### config.mk
export PLATFORM = sky130hd
export DESIGN_NAME = system_control_coprocessor_core_flat
export DESIGN_NICKNAME = d
export VERILOG_FILES = /design/src/hw/rtl/scc_pkg.sv /design/src/hw/rtl/scc_if.sv /design/src/hw/rtl/scc_exec.sv /design/src/hw/rtl/system_control_coprocessor_core.sv /design/src/flat_wrapper.sv
export SDC_FILE = /design/constraint.sdc
export NUM_CORES = 1
export LEC_CHECK = 0
export BUFFER_PORTS_ARGS = -buffer_cell sky130_fd_sc_hd__buf_2
export CAP_MARGIN = 20
export CELL_PAD_IN_SITES_DETAIL_PLACEMENT = 0
export CELL_PAD_IN_SITES_GLOBAL_PLACEMENT = 1
export CORE_ASPECT_RATIO = 2
export CORE_MARGIN = 8
export CORE_UTILIZATION = 50
export DETAILED_ROUTE_END_ITERATION = 16
export MAX_ROUTING_LAYER = met4
export PLACE_DENSITY = 0.82
export SLEW_MARGIN = 20
export SYNTH_ARGS = -nofsm -noshare
export SYNTH_HDL_FRONTEND = slang
export SYNTH_SLANG_ARGS = --single-unit
### constraint.sdc
create_clock -name clk_i -period 10 [get_ports clk_i]
set_clock_uncertainty 0.05 [all_clocks]
set_input_delay 2 -clock clk_i [delete_from_list [all_inputs] [get_ports clk_i]]
set_output_delay 2 -clock clk_i [all_outputs]
set_load 0.05 [all_outputs]
### src/hw/rtl/scc_pkg.sv
// ----------------------------------------------------------------------------
// System control coprocessor package
// Shared opcodes, register indexes, masks and structures.
// ----------------------------------------------------------------------------
package scc_pkg;

  typedef enum logic [2:0] {
    OP_READ   = 3'd0,
    OP_WRITE  = 3'd1,
    OP_EXC    = 3'd2,
    OP_RFE    = 3'd3,
    OP_SETPND = 3'd4
  } op_e;

  localparam logic [4:0] IDX_BADVADDR = 5'd8;
  localparam logic [4:0] IDX_STATUS   = 5'd12;
  localparam logic [4:0] IDX_CAUSE    = 5'd13;
  localparam logic [4:0] IDX_EPC      = 5'd14;
  localparam logic [4:0] IDX_PRID     = 5'd15;

  localparam logic [31:0] PRID_VALUE  = 32'h0000_0002;
  localparam logic [31:0] CA_SW_MASK  = 32'h0000_0300;
  localparam logic [31:0] IP_MASK     = 32'h0000_0700;
  localparam logic [31:0] EPC_STEP    = 32'd4;

  localparam int unsigned ST_IEC_BIT  = 0;
  localparam int unsigned ST_IM2_BIT  = 10;
  localparam int unsigned ST_COP2_BIT = 30;
  localparam int unsigned CA_PND_BIT  = 10;
  localparam int unsigned CA_BD_BIT   = 31;

  typedef struct packed {
    logic [2:0]  opcode;
    logic [4:0]  reg_index;
    logic [31:0] write_value;
    logic [4:0]  exc_code;
    logic [31:0] pc;
    logic        in_delay_slot;
    logic        has_bad_vaddr;
    logic [31:0] bad_vaddr;
    logic        irq_pending;
  } req_t;

  typedef struct packed {
    logic [31:0] read_data;
    logic        take_interrupt;
    logic        in_exception_mode;
    logic        cop2_enabled;
    logic        irq_enable_hw0;
  } rsp_t;

  typedef struct packed {
    logic [31:0] bad_vaddr;
    logic [31:0] status;
    logic [31:0] cause;
    logic [31:0] epc;
  } cop_state_t;

endpackage

### src/hw/rtl/scc_if.sv
// ----------------------------------------------------------------------------
// System control coprocessor channels
// Request and response channels with a valid/ready handshake.
// ----------------------------------------------------------------------------
interface scc_req_if;
  logic        valid;
  logic        ready;
  logic [2:0]  opcode;
  logic [4:0]  reg_index;
  logic [31:0] write_value;
  logic [4:0]  exc_code;
  logic [31:0] pc;
  logic        in_delay_slot;
  logic        has_bad_vaddr;
  logic [31:0] bad_vaddr;
  logic        irq_pending;

  modport source (
    output valid, opcode, reg_index, write_value, exc_code, pc,
           in_delay_slot, has_bad_vaddr, bad_vaddr, irq_pending,
    input  ready
  );
  modport sink (
    input  valid, opcode, reg_index, write_value, exc_code, pc,
           in_delay_slot, has_bad_vaddr, bad_vaddr, irq_pending,
    output ready
  );
endinterface

interface scc_rsp_if;
  logic        valid;
  logic        ready;
  logic [31:0] read_data;
  logic        take_interrupt;
  logic        in_exception_mode;
  logic        cop2_enabled;
  logic        irq_enable_hw0;

  modport source (
    output valid, read_data, take_interrupt, in_exception_mode,
           cop2_enabled, irq_enable_hw0,
    input  ready
  );
  modport sink (
    input  valid, read_data, take_interrupt, in_exception_mode,
           cop2_enabled, irq_enable_hw0,
    output ready
  );
endinterface

### src/hw/rtl/scc_exec.sv
// ----------------------------------------------------------------------------
// System control coprocessor execute logic
// Computes the next register state and the response flags for one request.
// ----------------------------------------------------------------------------
module scc_exec (
  input  scc_pkg::cop_state_t cur_i,
  input  scc_pkg::req_t       req_i,
  output scc_pkg::cop_state_t nxt_o,
  output scc_pkg::rsp_t       rsp_o
);
  import scc_pkg::*;

  cop_state_t  nxt;
  logic [31:0] rd;
  logic        exc_mode;
  logic        iec;

  always_comb begin
    nxt = cur_i;
    rd  = '0;
    unique case (req_i.opcode)
      OP_READ: begin
        unique case (req_i.reg_index)
          IDX_BADVADDR: rd = cur_i.bad_vaddr;
          IDX_STATUS:   rd = cur_i.status;
          IDX_CAUSE:    rd = cur_i.cause;
          IDX_EPC:      rd = cur_i.epc;
          IDX_PRID:     rd = PRID_VALUE;
          default:      rd = '0;
        endcase
      end
      OP_WRITE: begin
        unique case (req_i.reg_index)
          IDX_BADVADDR: nxt.bad_vaddr = req_i.write_value;
          IDX_STATUS:   nxt.status    = req_i.write_value;
          IDX_CAUSE:    nxt.cause     = (cur_i.cause & ~CA_SW_MASK)
                                        | (req_i.write_value & CA_SW_MASK);
          IDX_EPC:      nxt.epc       = req_i.write_value;
          default:      nxt = cur_i;
        endcase
      end
      OP_EXC: begin
        // Push the kernel/user and interrupt-enable stack by one level.
        nxt.status[5:0]      = {cur_i.status[3:0], 2'b00};
        nxt.cause[6:2]       = req_i.exc_code;
        nxt.cause[CA_BD_BIT] = req_i.in_delay_slot;
        nxt.epc = req_i.in_delay_slot ? (req_i.pc - EPC_STEP) : req_i.pc;
        if (req_i.has_bad_vaddr) begin
          nxt.bad_vaddr = req_i.bad_vaddr;
        end
      end
      OP_RFE: begin
        // Pop the stack; the oldest level keeps its value.
        nxt.status[3:0] = cur_i.status[5:2];
      end
      OP_SETPND: begin
        nxt.cause[CA_PND_BIT] = req_i.irq_pending;
      end
      default: nxt = cur_i;
    endcase
  end

  // Flags always reflect the state after the operation.
  assign exc_mode = (nxt.status[1:0] == 2'b00) && (nxt.status[5:2] != 4'b0000);
  assign iec      = nxt.status[ST_IEC_BIT];

  assign nxt_o = nxt;
  assign rsp_o.read_data         = rd;
  assign rsp_o.take_interrupt    = !exc_mode && iec
                                   && ((nxt.cause & nxt.status & IP_MASK) != '0);
  assign rsp_o.in_exception_mode = exc_mode;
  assign rsp_o.cop2_enabled      = nxt.status[ST_COP2_BIT];
  assign rsp_o.irq_enable_hw0    = iec && nxt.status[ST_IM2_BIT];

endmodule

### src/hw/rtl/system_control_coprocessor_core.sv
// ----------------------------------------------------------------------------
// System control coprocessor core
// Holds BadVAddr, Status, Cause and EPC and executes one operation per request.
// ----------------------------------------------------------------------------
// Usage: the processor issues one request transaction per operation on req_i:
// read, write, exception entry, return from exception, or an update of the
// interrupt-controller pending bit in Cause. Every request yields exactly one
// response transaction on rsp_o with the read data (zero except for reads)
// and four status flags computed from the register state after the operation.
// Path: a request accepted at a clock edge is registered in the input stage,
// evaluated by the execute logic, and its response is registered in the
// response register once that register is free or being emptied.
// Throughput: one transaction per cycle while rsp_o.ready is high; state is
// updated as each request leaves the input stage, so a following request sees it.
// Reset: all four registers clear to zero and both stages empty.
// Stall: when rsp_o.ready is low the response is held; the input stage keeps
// accepting until it is full too, then req_i.ready drops. No transaction is
// lost or repeated.
// ----------------------------------------------------------------------------
module system_control_coprocessor_core (
  input  logic  clk_i,
  input  logic  rst_ni,
  scc_req_if.sink   req_i,
  scc_rsp_if.source rsp_o
);
  import scc_pkg::*;

  req_t       req_d, req_q;
  logic       s1_valid_q;
  rsp_t       rsp_d, rsp_q;
  logic       out_valid_q;
  cop_state_t state_q, state_d;
  logic       s1_advance;
  logic       in_fire;

  // The input stage moves forward whenever the response register is free
  // or is being emptied in this cycle.
  assign s1_advance   = !out_valid_q || rsp_o.ready;
  assign req_i.ready  = !s1_valid_q || s1_advance;
  assign in_fire      = req_i.valid && req_i.ready;

  always_comb begin
    req_d.opcode        = req_i.opcode;
    req_d.reg_index     = req_i.reg_index;
    req_d.write_value   = req_i.write_value;
    req_d.exc_code      = req_i.exc_code;
    req_d.pc            = req_i.pc;
    req_d.in_delay_slot = req_i.in_delay_slot;
    req_d.has_bad_vaddr = req_i.has_bad_vaddr;
    req_d.bad_vaddr     = req_i.bad_vaddr;
    req_d.irq_pending   = req_i.irq_pending;
  end

  scc_exec u_exec (
    .cur_i (state_q),
    .req_i (req_q),
    .nxt_o (state_d),
    .rsp_o (rsp_d)
  );

  always_ff @(posedge clk_i or negedge rst_ni) begin
    if (!rst_ni) begin
      s1_valid_q  <= 1'b0;
      out_valid_q <= 1'b0;
      state_q     <= '0;
    end else begin
      if (req_i.ready) begin
        s1_valid_q <= req_i.valid;
      end
      if (s1_advance) begin
        out_valid_q <= s1_valid_q;
      end
      if (s1_valid_q && s1_advance) begin
        state_q <= state_d;
      end
    end
  end

  always_ff @(posedge clk_i) begin
    if (in_fire) begin
      req_q <= req_d;
    end
    if (s1_valid_q && s1_advance) begin
      rsp_q <= rsp_d;
    end
  end

  assign rsp_o.valid             = out_valid_q;
  assign rsp_o.read_data         = rsp_q.read_data;
  assign rsp_o.take_interrupt    = rsp_q.take_interrupt;
  assign rsp_o.in_exception_mode = rsp_q.in_exception_mode;
  assign rsp_o.cop2_enabled      = rsp_q.cop2_enabled;
  assign rsp_o.irq_enable_hw0    = rsp_q.irq_enable_hw0;

endmodule

### src/flat_wrapper.sv
// flat-port wrapper written by rule: the top's interface ports become plain ports
module system_control_coprocessor_core_flat import scc_pkg::*;
  (clk_i, rst_ni, req_i_valid, req_i_opcode, req_i_reg_index, req_i_write_value, req_i_exc_code, req_i_pc, req_i_in_delay_slot, req_i_has_bad_vaddr, req_i_bad_vaddr, req_i_irq_pending, req_i_ready, rsp_o_valid, rsp_o_read_data, rsp_o_take_interrupt, rsp_o_in_exception_mode, rsp_o_cop2_enabled, rsp_o_irq_enable_hw0, rsp_o_ready);
  scc_req_if req_i_i ();
  scc_rsp_if rsp_o_i ();
  input  logic clk_i;
  input  logic rst_ni;
  input wire logic [$bits(req_i_i.valid)-1:0] req_i_valid;
  input wire logic [$bits(req_i_i.opcode)-1:0] req_i_opcode;
  input wire logic [$bits(req_i_i.reg_index)-1:0] req_i_reg_index;
  input wire logic [$bits(req_i_i.write_value)-1:0] req_i_write_value;
  input wire logic [$bits(req_i_i.exc_code)-1:0] req_i_exc_code;
  input wire logic [$bits(req_i_i.pc)-1:0] req_i_pc;
  input wire logic [$bits(req_i_i.in_delay_slot)-1:0] req_i_in_delay_slot;
  input wire logic [$bits(req_i_i.has_bad_vaddr)-1:0] req_i_has_bad_vaddr;
  input wire logic [$bits(req_i_i.bad_vaddr)-1:0] req_i_bad_vaddr;
  input wire logic [$bits(req_i_i.irq_pending)-1:0] req_i_irq_pending;
  output wire logic [$bits(req_i_i.ready)-1:0] req_i_ready;
  output wire logic [$bits(rsp_o_i.valid)-1:0] rsp_o_valid;
  output wire logic [$bits(rsp_o_i.read_data)-1:0] rsp_o_read_data;
  output wire logic [$bits(rsp_o_i.take_interrupt)-1:0] rsp_o_take_interrupt;
  output wire logic [$bits(rsp_o_i.in_exception_mode)-1:0] rsp_o_in_exception_mode;
  output wire logic [$bits(rsp_o_i.cop2_enabled)-1:0] rsp_o_cop2_enabled;
  output wire logic [$bits(rsp_o_i.irq_enable_hw0)-1:0] rsp_o_irq_enable_hw0;
  input wire logic [$bits(rsp_o_i.ready)-1:0] rsp_o_ready;
  assign req_i_i.valid = req_i_valid;
  assign req_i_i.opcode = req_i_opcode;
  assign req_i_i.reg_index = req_i_reg_index;
  assign req_i_i.write_value = req_i_write_value;
  assign req_i_i.exc_code = req_i_exc_code;
  assign req_i_i.pc = req_i_pc;
  assign req_i_i.in_delay_slot = req_i_in_delay_slot;
  assign req_i_i.has_bad_vaddr = req_i_has_bad_vaddr;
  assign req_i_i.bad_vaddr = req_i_bad_vaddr;
  assign req_i_i.irq_pending = req_i_irq_pending;
  assign req_i_ready = req_i_i.ready;
  assign rsp_o_valid = rsp_o_i.valid;
  assign rsp_o_read_data = rsp_o_i.read_data;
  assign rsp_o_take_interrupt = rsp_o_i.take_interrupt;
  assign rsp_o_in_exception_mode = rsp_o_i.in_exception_mode;
  assign rsp_o_cop2_enabled = rsp_o_i.cop2_enabled;
  assign rsp_o_irq_enable_hw0 = rsp_o_i.irq_enable_hw0;
  assign rsp_o_i.ready = rsp_o_ready;
  system_control_coprocessor_core u_core (.clk_i(clk_i), .rst_ni(rst_ni), .req_i(req_i_i), .rsp_o(rsp_o_i));
endmodule
==> impl_metrics.py <==
metrics = {
    "worst_setup_path": {
        "r2r_setup_slack_ps": 7060,
        "r2r_cells": 6,
        "crit_type": "in -> out",
        "cp-end-kind": "output pin",
        "worstPathArrival_ps": 2510,
        "cp.required_ps": 7950,
        "cp-start-kind": "input pin",
        "worstPathMaxFanout": 3,
        "r2r-end": "u_core.state_q[63]$_DFFE_PN0P_",
        "r2r_start": "u_core.rsp_o.valid$_DFFE_PN0P_",
    },
    "cells_and_area": {
        "synthToLayoutAreaGrowth_pct": 17.26,
        "fin_nets": 1054,
        "finalCoreUtilization": 0.5925,
        "layout.cells.non_filler": 1224,
        "drive_gt1_frac": 0.2676,
        "nFillCells": 1778,
    },
    "cts": {
        "root_buffer": "clkbuf_16",
        "clk_latency_ps": 520,
        "hold_buffers": 0,
        "cts_resized": 0,
        "clock_sinks": 255,
        "cts_tree": "built",
        "path_clk_slew_ps": 60,
        "cts_buffers": 23,
        "htreeDepth": 1,
        "cts_buffer_depth": 3,
        "cts_setup_buffers": 0,
    },
    "synthesis": {
        "yosys_register_bits": 255,
        "synth_seq_area_share": 0.6766,
        "synth_warnings": 0,
        "syn_area_sq_um": 10530,
        "synth_edf_count": 148,
        "synth_fp_nets": 910,
        "yosysMostFrequentCell": "edfxtp_1",
        "syn_inst": 793,
        "synth_ff_type": "edfxtp_1",
        "ys_top_cells_by_count": "148 x edfxtp_1, 107 x dfrtp_1, 91 x nand2_1",
        "synth_area_leaders": "edfxtp_1 42%, dfrtp_1 25%, mux2_2 4.0%",
        "synth_top_area_share": 0.4222,
        "avgSynthCellArea_sq_um": 13.27,
        "synth.distinct_cells": 62,
        "async_flop_share": 0.4196,
        "synth.largest_area_cell": "edfxtp_1",
    },
    "sta": {
        "setup_viol": 0,
        "slew-limit-headroom": 0.2675,
        "drv_slew": 0,
        "period_minus_slack_ps": 4563,
        "tightest_slew_ps": 1096,
        "max_freq_mhz": 219.1,
        "hold_violations": 0,
        "post-route-period-util": 0.4563,
        "rsz0062_at_grt": "no",
        "finalSetupTns_ps": 0,
    },
    "power": {
        "power.leakage_nw": 4.934,
        "powerDensity_nw_per_um2": 202.6,
        "peakVddDrop_uv": 146.2,
    },
    "detailed_routing": {
        "first_iter_violations": 607,
        "antenna_left": 0,
        "first_pass_iters": 8,
        "via_per_inst": 5.733,
        "via_count": 7017,
        "routed_wl_um": 26590,
        "post-route-drc-count": 0,
        "routedWlPerCell_um": 21.73,
    },
    "hold_path": {
        "holdPathStages": 2,
        "min_to": "u_core.state_q[10]$_DFFE_PN0P_",
        "min_path_type": "reg -> reg",
        "hold_path.startpoint": "u_core.state_q[10]$_DFFE_PN0P_",
    },
    "global_route": {
        "grt_overflow_total": 0,
        "grt_pass1_wl_um": 41290,
        "grt_usage": 0.2071,
        "grt_max_degree": 73,
        "antenna_found_initial": 2,
        "first_global_vias": 7481,
    },
    "die": {
        "start_util": 0.5053,
        "io_pins": 154,
        "die-height_um": 221.2,
        "coreArea_sq_um": 20830,
        "die_x_um": 118.6,
        "num_rows": 75,
        "die_area_sq_um": 26230,
    },
    "placed_design": {
        "place_inst": 1181,
        "dp_hpwl_um": 17360,
        "portBuffers": 153,
        "gp_congestion": 0.8758,
    },
    "outcome": {
        "outcome": "finished, final reports clean",
    },
    "job": {
        "drv_cap": 0,
    },
}
-- critical path, cell delays in order --
cell	delay [ps]
buf_2	100
nand3b_1	180
buf_2	230
-- state kept, by name, indices dropped and copies added (netlist names) --
name,count
u_core.state_q,105
u_core.req_q,112
u_core.rsp_o.in_exception_mode,1
u_core.rsp_o.valid,1
u_core.rsp_o.read_data,32
u_core.rsp_o.irq_enable_hw0,1
u_core.rsp_o.take_interrupt,1
u_core.s1_valid_q,1
u_core.rsp_o.cop2_enabled,1
-- layout make-up --
cell class | instances | area (sq um) | area share
antenna | 2 | 5.005 | 0.0004055
clock buffer | 26 | 586.8 | 0.04754
clock inverter | 15 | 191.4 | 0.01551
inverter | 8 | 30.03 | 0.002433
multi-input combinational | 486 | 3228 | 0.2615
sequential | 255 | 7122 | 0.5770
tap | 269 | 336.6 | 0.02727
timing repair buffer | 163 | 843.3 | 0.06832
-- per-stage QoR --
stage / power [W] / worst slack (ps) / cell area, sq um / hold slack, ps
after floorplan: 0.001501 / 4350 / 10530 / 394.7
after CTS: 0.002519 / 5431 / 12330 / 436.5
after global routing: 0.002596 / 5422 / 12340 / 467.1
after global placement: 0.001596 / 5395 / 11550 / 411.4
final: 0.002501 / 5437 / 12340 / 430.8
after detailed placement: 0.001607 / 5357 / 11550 / 421.3
-- cells in the final DEF (no fill, tap or decap), drive strengths merged, types with 8 or more instances in the layout --
cell	synthesis	routed
nor3	11	11
inv	8	9
and2	10	10
clkinv	0	9
clkbuf	35	26
mux2	37	37
buf	9	163
edfxtp	148	148
xor2	15	15
nor2	51	51
nand3	12	12
mux2i	29	29
a21oi	43	43
dfrtp	107	107
o211ai	8	8
nand2	92	92
a222oi	32	32
o21ai	54	54
xnor2	13	13
-- how the worst max path moves through the flow --
stage                      startpoint                              to  slack, ps  cells past startpoint
final                     rsp_o_ready                     req_i_ready       5440                      3
after floorplan           rsp_o_ready       u_core.req_q[0]$_DFFE_PP_       4350                      2
after global placement    rsp_o_ready  u_core.state_q[36]$_DFFE_PN0P_       5390                      7
after CTS                 rsp_o_ready                     req_i_ready       5430                      3
after global routing      rsp_o_ready                     req_i_ready       5420                      3
after detailed placement  rsp_o_ready  u_core.state_q[63]$_DFFE_PN0P_       5360                      7
-- cell families (layout without fill, tap and decap cells) --
| family | after synthesis | in the layout | share of synthesized area |
|---|---|---|---|
| AO/OA/AOI/OAI | 168 | 168 | 0.1066 |
| adder cells (fa/ha/maj) | 1 | 1 | 0.001188 |
| AND/OR/NAND/NOR | 223 | 223 | 0.1056 |
| flip-flops | 255 | 255 | 0.6766 |
| other | 0 | 2 | 0 |
| multiplexers | 66 | 66 | 0.06716 |
| XOR/XNOR | 28 | 28 | 0.02330 |
| buffers and inverters | 52 | 212 | 0.01961 |
-- layer usage --
layer,up-vias,share of wire,track usage
met5,-,0,-
met4,0,0.031,0.08583
met3,45,0.047,0.02703
met2,246,0.55,0.3697
met1,3459,0.37,0.2261
li1,3267,-,-
-- where the power goes --
part / switching (W) / total, W / leakage [nW] / internal (W)
logic: 0.000148 / 0.000241 / 1.75 / 0.0000926
registers: 0.0000884 / 0.00134 / 2.81 / 0.00126
clock network: 0.000386 / 0.000916 / 0.382 / 0.000530
Power figures use the tool's default switching activity.
